### config.mk
export PLATFORM = sky130hd
export DESIGN_NAME = pci_capability_walker_top
export DESIGN_NICKNAME = d
export VERILOG_FILES = /design/src/rtl/core/pcw_pkg.sv /design/src/rtl/core/pcw_step.sv /design/src/rtl/core/pci_capability_walker_top.sv
export VERILOG_INCLUDE_DIRS = /design/src /design/src/rtl/core
export SDC_FILE = /design/constraint.sdc
export NUM_CORES = 1
export LEC_CHECK = 0
export BUFFER_PORTS_ARGS = -buffer_cell sky130_fd_sc_hd__buf_2
export CAP_MARGIN = 40
export CELL_PAD_IN_SITES_DETAIL_PLACEMENT = 1
export CELL_PAD_IN_SITES_GLOBAL_PLACEMENT = 1
export CORE_UTILIZATION = 25
export CTS_CLUSTER_SIZE = 25
export DETAILED_ROUTE_END_ITERATION = 10
export PLACE_DENSITY_LB_ADDON = 0.1
export SLEW_MARGIN = 20
export SYNTH_ARGS = -nofsm -noshare
export SYNTH_HDL_FRONTEND = slang
export SYNTH_SLANG_ARGS = --single-unit
### constraint.sdc
create_clock -name clk -period 14.72 [get_ports clk]
set_clock_uncertainty 0.2 [all_clocks]
set_input_delay 2.944 -clock clk [delete_from_list [all_inputs] [get_ports clk]]
set_output_delay 2.944 -clock clk [all_outputs]
set_load 0.02 [all_outputs]
### src/rtl/core/pci_capability_walker_top_defines.svh
// ----------------------------------------------------------------------------
// pci capability walker assertion macros
// shared property wrappers, clocked on clk and disabled during rst
// ----------------------------------------------------------------------------
`ifndef PCI_CAPABILITY_WALKER_TOP_DEFINES_SVH
`define PCI_CAPABILITY_WALKER_TOP_DEFINES_SVH

// same-cycle implication
`define PCW_ASSERT_HOLDS(lbl, ante, cons, msg) \
  lbl: assert property (@(posedge clk) disable iff (rst) (ante) |-> (cons)) \
    else $error(msg);

// next-cycle implication
`define PCW_ASSERT_NEXT(lbl, ante, cons, msg) \
  lbl: assert property (@(posedge clk) disable iff (rst) (ante) |=> (cons)) \
    else $error(msg);

`endif

### src/rtl/core/pcw_pkg.sv
// ----------------------------------------------------------------------------
// pcw_pkg
// types and constants shared by the pci capability walker modules
// ----------------------------------------------------------------------------
package pcw_pkg;

  // input command codes
  localparam logic CMD_START = 1'b0;
  localparam logic CMD_DATA  = 1'b1;

  // result kinds
  localparam logic KIND_REQ  = 1'b0;
  localparam logic KIND_DONE = 1'b1;

  // search outcomes
  typedef enum logic [2:0] {
    OUTCOME_FOUND     = 3'd0,
    OUTCOME_ABSENT    = 3'd1,
    OUTCOME_NO_LIST   = 3'd2,
    OUTCOME_LIST_END  = 3'd3,
    OUTCOME_HOP_LIMIT = 3'd4
  } outcome_t;

  // config space layout
  localparam logic [7:0]  STATUS_OFFSET  = 8'h04;
  localparam logic [7:0]  CAP_PTR_OFFSET = 8'h34;
  localparam logic [7:0]  PTR_MASK       = 8'hFC;
  localparam logic [7:0]  LIST_FLOOR     = 8'h40;
  localparam logic [15:0] STATUS_ABSENT  = 16'hFFFF;
  localparam int          STATUS_CAP_BIT = 4;

  // hop counter width
  localparam int HOP_W = 6;

  typedef struct packed {
    logic        cmd;
    logic [15:0] segment;
    logic [7:0]  bus_number;
    logic [4:0]  device_number;
    logic [2:0]  function_number;
    logic [7:0]  wanted_id;
    logic [31:0] read_data;
  } item_t;

  typedef struct packed {
    logic        kind;
    logic [15:0] req_segment;
    logic [7:0]  req_bus;
    logic [4:0]  req_device;
    logic [2:0]  req_function;
    logic [7:0]  req_offset;
    logic [7:0]  found_offset;
    outcome_t    outcome;
  } result_t;

endpackage

### src/rtl/core/pcw_step.sv
// ----------------------------------------------------------------------------
// pcw_step
// walk state and the per-transaction decision: one item in, at most one result
// ----------------------------------------------------------------------------
module pcw_step #(
  parameter int MAX_HOPS = 48
) (
  input  logic             clk,
  input  logic             rst,
  input  logic             fire,
  input  pcw_pkg::item_t   item,
  output logic             emit,
  output pcw_pkg::result_t res
);

  typedef enum logic [1:0] {
    PH_IDLE,
    PH_STATUS,
    PH_HEAD,
    PH_ENTRY
  } phase_t;

  localparam logic [pcw_pkg::HOP_W-1:0] HOP_LIMIT = pcw_pkg::HOP_W'(MAX_HOPS);

  phase_t                    phase, phase_next;
  logic [15:0]               target_segment, target_segment_next;
  logic [7:0]                target_bus, target_bus_next;
  logic [4:0]                target_device, target_device_next;
  logic [2:0]                target_function, target_function_next;
  logic [7:0]                sought_id, sought_id_next;
  logic [7:0]                entry_offset, entry_offset_next;
  logic [pcw_pkg::HOP_W-1:0] hop_count, hop_count_next;

  logic                      do_follow;
  logic [7:0]                follow_raw;
  logic [7:0]                follow_off;
  logic [15:0]               status;
  logic [pcw_pkg::HOP_W-1:0] hop_inc;

  assign status     = item.read_data[31:16];
  assign hop_inc    = hop_count + pcw_pkg::HOP_W'(1);
  assign follow_off = follow_raw & pcw_pkg::PTR_MASK;

  // decision for the item in the input register
  always_comb begin
    phase_next           = phase;
    target_segment_next  = target_segment;
    target_bus_next      = target_bus;
    target_device_next   = target_device;
    target_function_next = target_function;
    sought_id_next       = sought_id;
    entry_offset_next    = entry_offset;
    hop_count_next       = hop_count;
    do_follow            = 1'b0;
    follow_raw           = item.read_data[7:0];
    emit                 = 1'b0;
    res                  = '0;
    res.kind             = pcw_pkg::KIND_REQ;
    res.outcome          = pcw_pkg::OUTCOME_FOUND;

    if (item.cmd == pcw_pkg::CMD_START) begin
      // latch target and ask for the status dword
      target_segment_next  = item.segment;
      target_bus_next      = item.bus_number;
      target_device_next   = item.device_number;
      target_function_next = item.function_number;
      sought_id_next       = item.wanted_id;
      entry_offset_next    = '0;
      hop_count_next       = '0;
      phase_next           = PH_STATUS;
      emit                 = 1'b1;
      res.req_segment      = item.segment;
      res.req_bus          = item.bus_number;
      res.req_device       = item.device_number;
      res.req_function     = item.function_number;
      res.req_offset       = pcw_pkg::STATUS_OFFSET;
    end else begin
      unique case (phase)
        PH_IDLE: begin
          // stray read data, dropped
        end
        PH_STATUS: begin
          emit = 1'b1;
          if (status == pcw_pkg::STATUS_ABSENT) begin
            res.kind    = pcw_pkg::KIND_DONE;
            res.outcome = pcw_pkg::OUTCOME_ABSENT;
            phase_next  = PH_IDLE;
          end else if (!status[pcw_pkg::STATUS_CAP_BIT]) begin
            res.kind    = pcw_pkg::KIND_DONE;
            res.outcome = pcw_pkg::OUTCOME_NO_LIST;
            phase_next  = PH_IDLE;
          end else begin
            phase_next       = PH_HEAD;
            res.req_segment  = target_segment;
            res.req_bus      = target_bus;
            res.req_device   = target_device;
            res.req_function = target_function;
            res.req_offset   = pcw_pkg::CAP_PTR_OFFSET;
          end
        end
        PH_HEAD: begin
          do_follow  = 1'b1;
          follow_raw = item.read_data[7:0];
        end
        PH_ENTRY: begin
          if (item.read_data[7:0] == sought_id) begin
            emit             = 1'b1;
            res.kind         = pcw_pkg::KIND_DONE;
            res.found_offset = entry_offset;
            res.outcome      = pcw_pkg::OUTCOME_FOUND;
            phase_next       = PH_IDLE;
          end else begin
            hop_count_next = hop_inc;
            if (hop_inc >= HOP_LIMIT) begin
              emit        = 1'b1;
              res.kind    = pcw_pkg::KIND_DONE;
              res.outcome = pcw_pkg::OUTCOME_HOP_LIMIT;
              phase_next  = PH_IDLE;
            end else begin
              do_follow  = 1'b1;
              follow_raw = item.read_data[15:8];
            end
          end
        end
        default: begin
        end
      endcase
    end

    // follow a list pointer: end of list or request the entry
    if (do_follow) begin
      emit = 1'b1;
      if (follow_off < pcw_pkg::LIST_FLOOR) begin
        res.kind    = pcw_pkg::KIND_DONE;
        res.outcome = pcw_pkg::OUTCOME_LIST_END;
        phase_next  = PH_IDLE;
      end else begin
        entry_offset_next = follow_off;
        phase_next        = PH_ENTRY;
        res.req_segment   = target_segment;
        res.req_bus       = target_bus;
        res.req_device    = target_device;
        res.req_function  = target_function;
        res.req_offset    = follow_off;
      end
    end
  end

  // walk state
  always_ff @(posedge clk) begin
    if (rst) begin
      phase           <= PH_IDLE;
      target_segment  <= '0;
      target_bus      <= '0;
      target_device   <= '0;
      target_function <= '0;
      sought_id       <= '0;
      entry_offset    <= '0;
      hop_count       <= '0;
    end else if (fire) begin
      phase           <= phase_next;
      target_segment  <= target_segment_next;
      target_bus      <= target_bus_next;
      target_device   <= target_device_next;
      target_function <= target_function_next;
      sought_id       <= sought_id_next;
      entry_offset    <= entry_offset_next;
      hop_count       <= hop_count_next;
    end
  end

endmodule

### src/rtl/core/pci_capability_walker_top.sv
// ----------------------------------------------------------------------------
// pci_capability_walker_top
// searches a pci function's capability list, driven by read transactions
// ----------------------------------------------------------------------------
//  channel | handshake           | payload
//  --------+---------------------+-----------------------------------------
//  in      | in_valid / in_ready | cmd, segment .. wanted_id, read_data
//  out     | out_valid/out_ready | kind, req_* address, found_offset, outcome
//
//  one transaction per cycle sustained while out_ready holds: input register,
//  one decision step, result register; out_valid rises when res_q is loaded.
//  synchronous reset puts the walk in idle; there is no clearing pass
//  a held result does not stop the input side until the input register also
//  holds an item that makes a result; items that make none drain regardless
// ----------------------------------------------------------------------------
`include "pci_capability_walker_top_defines.svh"

module pci_capability_walker_top #(
  parameter int MAX_HOPS = 48
) (
  input  logic        clk,
  input  logic        rst,
  input  logic        in_valid,
  output logic        in_ready,
  input  logic        cmd,
  input  logic [15:0] segment,
  input  logic [7:0]  bus_number,
  input  logic [4:0]  device_number,
  input  logic [2:0]  function_number,
  input  logic [7:0]  wanted_id,
  input  logic [31:0] read_data,
  output logic        out_valid,
  input  logic        out_ready,
  output logic        kind,
  output logic [15:0] req_segment,
  output logic [7:0]  req_bus,
  output logic [4:0]  req_device,
  output logic [2:0]  req_function,
  output logic [7:0]  req_offset,
  output logic [7:0]  found_offset,
  output logic [2:0]  outcome
);

  logic             item_valid;
  pcw_pkg::item_t   item_q;
  logic             drain;
  logic             emit;
  pcw_pkg::result_t res;
  pcw_pkg::result_t res_q;

  logic             item_stall;
  logic             out_req;
  logic             out_done;
  logic             req_fields_clear;
  logic             done_fields_clear;
  logic             req_offset_ok;

  // input register drains when the result slot can take what it makes
  assign drain    = item_valid && (!emit || !out_valid || out_ready);
  assign in_ready = !item_valid || drain;

  always_ff @(posedge clk) begin
    if (rst) begin
      item_valid <= 1'b0;
    end else if (in_valid && in_ready) begin
      item_valid <= 1'b1;
    end else if (drain) begin
      item_valid <= 1'b0;
    end
  end

  always_ff @(posedge clk) begin
    if (in_valid && in_ready) begin
      item_q.cmd             <= cmd;
      item_q.segment         <= segment;
      item_q.bus_number      <= bus_number;
      item_q.device_number   <= device_number;
      item_q.function_number <= function_number;
      item_q.wanted_id       <= wanted_id;
      item_q.read_data       <= read_data;
    end
  end

  // decision and walk state
  pcw_step #(
    .MAX_HOPS(MAX_HOPS)
  ) u_step (
    .clk  (clk),
    .rst  (rst),
    .fire (drain),
    .item (item_q),
    .emit (emit),
    .res  (res)
  );

  // result register
  always_ff @(posedge clk) begin
    if (rst) begin
      out_valid <= 1'b0;
    end else if (drain && emit) begin
      out_valid <= 1'b1;
    end else if (out_ready) begin
      out_valid <= 1'b0;
    end
  end

  always_ff @(posedge clk) begin
    if (drain && emit) begin
      res_q <= res;
    end
  end

  assign kind         = res_q.kind;
  assign req_segment  = res_q.req_segment;
  assign req_bus      = res_q.req_bus;
  assign req_device   = res_q.req_device;
  assign req_function = res_q.req_function;
  assign req_offset   = res_q.req_offset;
  assign found_offset = res_q.found_offset;
  assign outcome      = res_q.outcome;

  // terms for the checks below
  assign item_stall        = item_valid && !drain;
  assign out_req           = out_valid && kind == pcw_pkg::KIND_REQ;
  assign out_done          = out_valid && kind == pcw_pkg::KIND_DONE;
  assign req_fields_clear  = found_offset == 8'h00 && outcome == pcw_pkg::OUTCOME_FOUND;
  assign done_fields_clear = req_offset == 8'h00 && req_segment == 16'h0000;
  assign req_offset_ok     = req_offset[1:0] == 2'b00 &&
                             (req_offset == pcw_pkg::STATUS_OFFSET ||
                              req_offset == pcw_pkg::CAP_PTR_OFFSET ||
                              req_offset >= pcw_pkg::LIST_FLOOR);

  // assertions
  `PCW_ASSERT_NEXT(a_item_held, item_stall, item_valid && $stable(item_q), "item lost in stall")
  `PCW_ASSERT_HOLDS(a_req_clean, out_req, req_fields_clear, "request carries finish fields")
  `PCW_ASSERT_HOLDS(a_done_clean, out_done, done_fields_clear, "finish carries request fields")
  `PCW_ASSERT_HOLDS(a_req_offset, out_req, req_offset_ok, "bad request offset")

endmodule

# Yosys cells after proc, flatten, opt, wreduce, memory -nomap -nowiden

Index checks and enable logic that the tools add are counted.

Latch bits: 0
ROM bits: 0
Bits in registers: 183
RAM bits: 0
Bits of input ports: 77
Logic and storage cells: 103
Memories: 0

Mux-type cells: 50
Multipliers: 0
Div/mod/pow operators: 0
Eq/ne operators: 9
Shift operators: 0
Bitwise operators: 1
Reductions and logical operators: 15
Add/subtract/negate cells: 1
Magnitude comparators: 2

Operator list:

| operator             | number |
|---|---|
| $mux 40              | 5 |
| $mux 8               | 7 |
| $mux 41              | 1 |
| $mux 3               | 6 |
| $mux 6               | 3 |
| $eq 16x16->1 const B | 1 |
| $mux 2               | 8 |
| $mux 1               | 15 |
| $reduce_and 3->1     | 3 |
| $eq 8x8->1           | 1 |
| $lt 8x7->1 const B   | 1 |
| $add 6x1->6 const B  | 1 |
| $ge 6x6->1 const B   | 1 |
| $pmux 1 s2           | 3 |
| $pmux 3 s2           | 1 |
| $ne 5x2->1 const B   | 1 |
| $eq 2x2->1 const B   | 2 |
| $ne 4x1->1 const B   | 1 |
| $pmux 2 s2           | 1 |
| $reduce_bool 2->1    | 2 |
| $logic_and 1x1->1    | 3 |
| $logic_not 1->1      | 3 |
| $logic_or 1x1->1     | 3 |
| $eq 2x1->1 const B   | 1 |
| other kinds (4)      | 4 |

# Logic depth before layout (Yosys ltp)

Depth after elaboration: 14
Depth in mapped cells: 8
Mapped depth without buffers: 7

# Cells and area by module

Synthesis repeated with hierarchy kept, for this count alone.

Cell total of the unflattened synthesis: 513
Area, all modules: 6831.6 um^2

Modules (own cells, without submodules):

| module                    | cells an instance | seq. area each (um^2) | times used | area each (um^2) |
|---|---|---|---|---|
| pci_capability_walker_top | 137               | 3793.6                | 1          | 3857.4 |
| pcw_step                  | 376               | 1121.1                | 1          | 2974.1 |

# Worst setup path after synthesis

No wires, ideal clock.

Path type: input to register
From: in out_ready
To: reg item_q[0] in the netlist's numbering, enable pin
Path buffers: 0
Arrival: 6.646 ns
Path slack: 7.351 ns
Library setup time: 0.523 ns
Stages: 3
Cells stage by stage: nand2b_1 -> nor2_1 -> a21oi_1

Word-level cells in the longest chain between the ends: 4

Ends and longest elaborated chain:

| element            | RTL line                        | RTL |
|---|---|---|
| start: declaration | pci_capability_walker_top.sv:33 | `input logic out_ready,` |
| $logic_or 1x1->1   | pci_capability_walker_top.sv:59 | `assign drain = item_valid && (!emit \|\| !out_valid \|\| out_ready);` |
| $logic_and 1x1->1  | pci_capability_walker_top.sv:59 |  |
| $logic_or 1x1->1   | pci_capability_walker_top.sv:60 | `assign in_ready = !item_valid \|\| drain;` |
| $logic_and 1x1->1  | pci_capability_walker_top.sv:73 | `if (in_valid && in_ready) begin` |
| end: declaration   | pci_capability_walker_top.sv:45 | `pcw_pkg::item_t item_q;` |

No other way between the ends.
A chain may end at the register's enable or synchronous reset.

# Final worst setup path

From: in out_ready
To: out in_ready

Word-level cells in the longest chain between the ends: 3

Ends and longest elaborated chain:

| element           | RTL line                        | RTL |
|---|---|---|
| $logic_or 1x1->1  | pci_capability_walker_top.sv:59 |  |
| $logic_and 1x1->1 | pci_capability_walker_top.sv:59 |  |
| $logic_or 1x1->1  | pci_capability_walker_top.sv:60 |  |
| end: declaration  | pci_capability_walker_top.sv:24 | `output logic in_ready,` |

No other way between the ends.

==> flow_metrics.tcl <==
set metrics [dict create \
    outcome "completed" \
    avgSynthCellArea_um2 12.47 \
    start_util 0.2542 \
    grt_max_degree 62 \
    whs_path_depth 2 \
    hp-start "u_step.entry_offset[0]" \
    drt_first_iter_violations 159 \
    fmax_ghz 0.1443 \
    cp_slowest_stage_delay_ns 0.25 \
    dr.pass1.iters 4 \
    route.antenna.remaining_nets 0 \
    yosys_most_used_dff "edfxtp_1" \
    cellLeakagePower_nw 2.927 \
    n_antenna_cell 0 \
    cts_buffer_depth 2 \
    area_growth_pct 24.71 \
    async_flop_share 0 \
    die_w_um 167.3 \
    htree_levels 4 \
    worst_pin_slew_ns 0.7677 \
    io_buffers 126 \
    arrival_ns 3.78 \
    yosys_register_bits 179 \
    design.core.area_mm2 0.02688 \
    min_path_type "register to register" \
    crit_slowest_cell "nor2_1" \
    total_power_mw 1.090 \
    antenna_found_initial 1 \
    path_class "input pin to output pin" \
    rows 60 \
    ys_types 51 \
    synth_edf_count 121 \
    final_max_slew_viol_count 0 \
    powerDensity_mw_per_mm2 128.0 \
    routabilityCongestion 0.7333 \
    yosysMostFrequentCell "edfxtp_1" \
    finalCritPeriodShare 0.4706 \
    seq_area_frac_synth 0.7018 \
    hold_end "u_step.entry_offset[0]" \
    clkTransAtPathRegs_ns 0.07 \
    cp-end-kind "output pin" \
    syn_area_mm2 0.006832 \
    gr-total-overflow 0 \
    r2r_start "item_q[4]" \
    crit_top_cell "buf_2" \
    wire_per_inst_um 16.77 \
    first_global_vias 4753 \
    routed-via-count 4551 \
    dp_hpwl_mm 11.03 \
    routed_wl_mm 17.22 \
    cpLargestDelayFamily "simple AND/OR/NAND/NOR gates" \
    synth_top_area_cell "edfxtp_1" \
    cts_tree "yes" \
    post_synth_main_area_contributors "edfxtp_1 (53%), dfxtp_1 (17%), nand2_1 (4.9%), o2bb2ai_1 (4.1%), a21oi_1 (3.7%)" \
    cts_resized 0 \
    maxCapViolCount 0 \
    yosysWarnings 0 \
    drive_gt1_frac 0.2653 \
    post_cts_buffers 0 \
    die_area_mm2 0.02799 \
    chipHeight_um 167.3 \
    postSynthCellCount 548 \
    cp_max_fo 4 \
    max_slew_margin 0.4882 \
    viasPerCell 4.431 \
    fin_crit_ns 6.928 \
    rsz0062_at_grt "no" \
    drc 0 \
    grt_pass1_wl_mm 26.94 \
    cts_hold_buf 0 \
    setup_viol 0 \
    nets 751 \
    hold_viol_final 0 \
    critPathLaunchType "input pin" \
    grt_use_total 0.1277 \
    crit_chain "buf_2 > nand2b_1 > nor2_1 > nand2_1 > buf_2" \
    tns_ns 0 \
    reg2regPathDepth 7 \
    crit_start "out_ready" \
    r2r_end "req_bus[6]" \
    synth.top_cells.by_count "edfxtp_1 (121), nand2_1 (90), dfxtp_1 (58)" \
    irDropWorstVdd_v 0.00004862 \
    synth_top_area_frac 0.5319 \
    clock-root-buffer "clkbuf_16" \
    cp_num_buf_inv 2 \
    io-pin-count 131 \
    cts_buffers 17 \
    regToRegSetupSlack_ns 11.32 \
    clkLatencyLatePin_ns 0.43 \
    critical_path_required_ns 11.58 \
    cts_sinks 179 \
]
==> cell type report <==
class | instances | area [µm²]
fillers | 2965 | 18360
flip-flops and latches | 179 | 4795
multi-input cells | 298 | 1779
repair buffers | 135 | 767.0
well taps | 341 | 426.7
clock buffers | 17 | 425.4
clock inverters | 15 | 168.9
inverters | 42 | 157.7
==> flip-flops by register name, indices dropped and copies added, names as in the netlist, 6 cells and up <==
signal                 cells
item_q                    71
u_step.hop_count           6
req_offset                 6
u_step.sought_id           8
u_step.entry_offset        8
req_segment               16
found_offset               8
u_step.target_bus          8
req_bus                    8
u_step.target_segment     16
==> worst max-delay path by stage <==
stage               cells after the start         to
detailed placement                      5   in_ready
global placement                        5   in_ready
floorplan                               3  item_q[0]
CTS                                     5   in_ready
global route                            5   in_ready
finish                                  5   in_ready
==> through the flow <==
| step | std cells | utilization | setup slack [ns] | hold slack, ns | instance area (µm²) |
|---|---|---|---|---|---|
| final | 1027 | 0.3170 | 7.792 | 0.2403 | 8519 |
| after global routing | 1027 | 0.3170 | 7.760 | 0.2689 | 8519 |
| after CTS | 1025 | 0.3155 | 7.797 | 0.2440 | 8481 |
| after detailed placement | 993 | 0.2934 | 7.800 | 0.2328 | 7886 |
| after global placement | 990 | 0.2909 | 7.813 | 0.2251 | 7819 |
| after floorplan | 549 | - | 7.351 | 0.2160 | 6835 |
==> power by group <==
part / internal [mW] / switching, mW
sequential: 0.558 / 0.00937
combinational: 0.0229 / 0.0394
clock: 0.242 / 0.219
==> cell usage in the layout, fill, tap and decap left out, types with 3 or more instances in the layout <==
cell,synthesis,routed
xnor2_1,8,8
buf_2,1,126
nand3_1,4,3
nand4_1,6,6
clkinvlp_4,0,3
a221oi_1,3,3
o21ai_0,12,12
inv_8,0,4
and2_1,3,3
nor4_1,8,8
o2bb2ai_1,32,32
nand2_1,90,90
a21oi_1,51,50
o32ai_1,8,8
dfxtp_1,58,58
buf_4,8,4
mux2i_1,4,4
o21a_1,3,3
o211ai_1,3,3
inv_1,42,41
a31oi_1,4,4
edfxtp_1,121,121
clkbuf_16,0,17
nor3_1,5,5
or4_1,4,4
nor2_1,17,15
==> routing by layer <==
layer  share of wire  vias up  global-route usage
li1                -     2235                   -
met1            0.45     2219              0.1543
met2            0.50       80              0.2190
met3           0.033       17             0.03120
met4           0.016        0             0.04866
met5               0        -                   0
==> logic make-up (layout without fill, tap and decap cells) <==
logic type               count (synthesis)  count (layout)  share of synthesized area
AO/OA/AOI/OAI                          133             133                     0.1339
XOR/XNOR                                 8               8                    0.01026
other                                    1               2                  0.0005489
multiplexers                             4               4                   0.005861
buffers and inverters                   72             209                    0.04414
flip-flops                             179             179                     0.7018
adder cells (fa/ha/maj)                  1               1                   0.001831
AND/OR/NAND/NOR                        150             150                     0.1017
==> worst min-delay path, cell delays in order (launching register included) <==
cell,delay (ns)
dfxtp_1,0.30
inv_1,0.06
nor2_1,0.04
(Power assumes the default switching activity.)
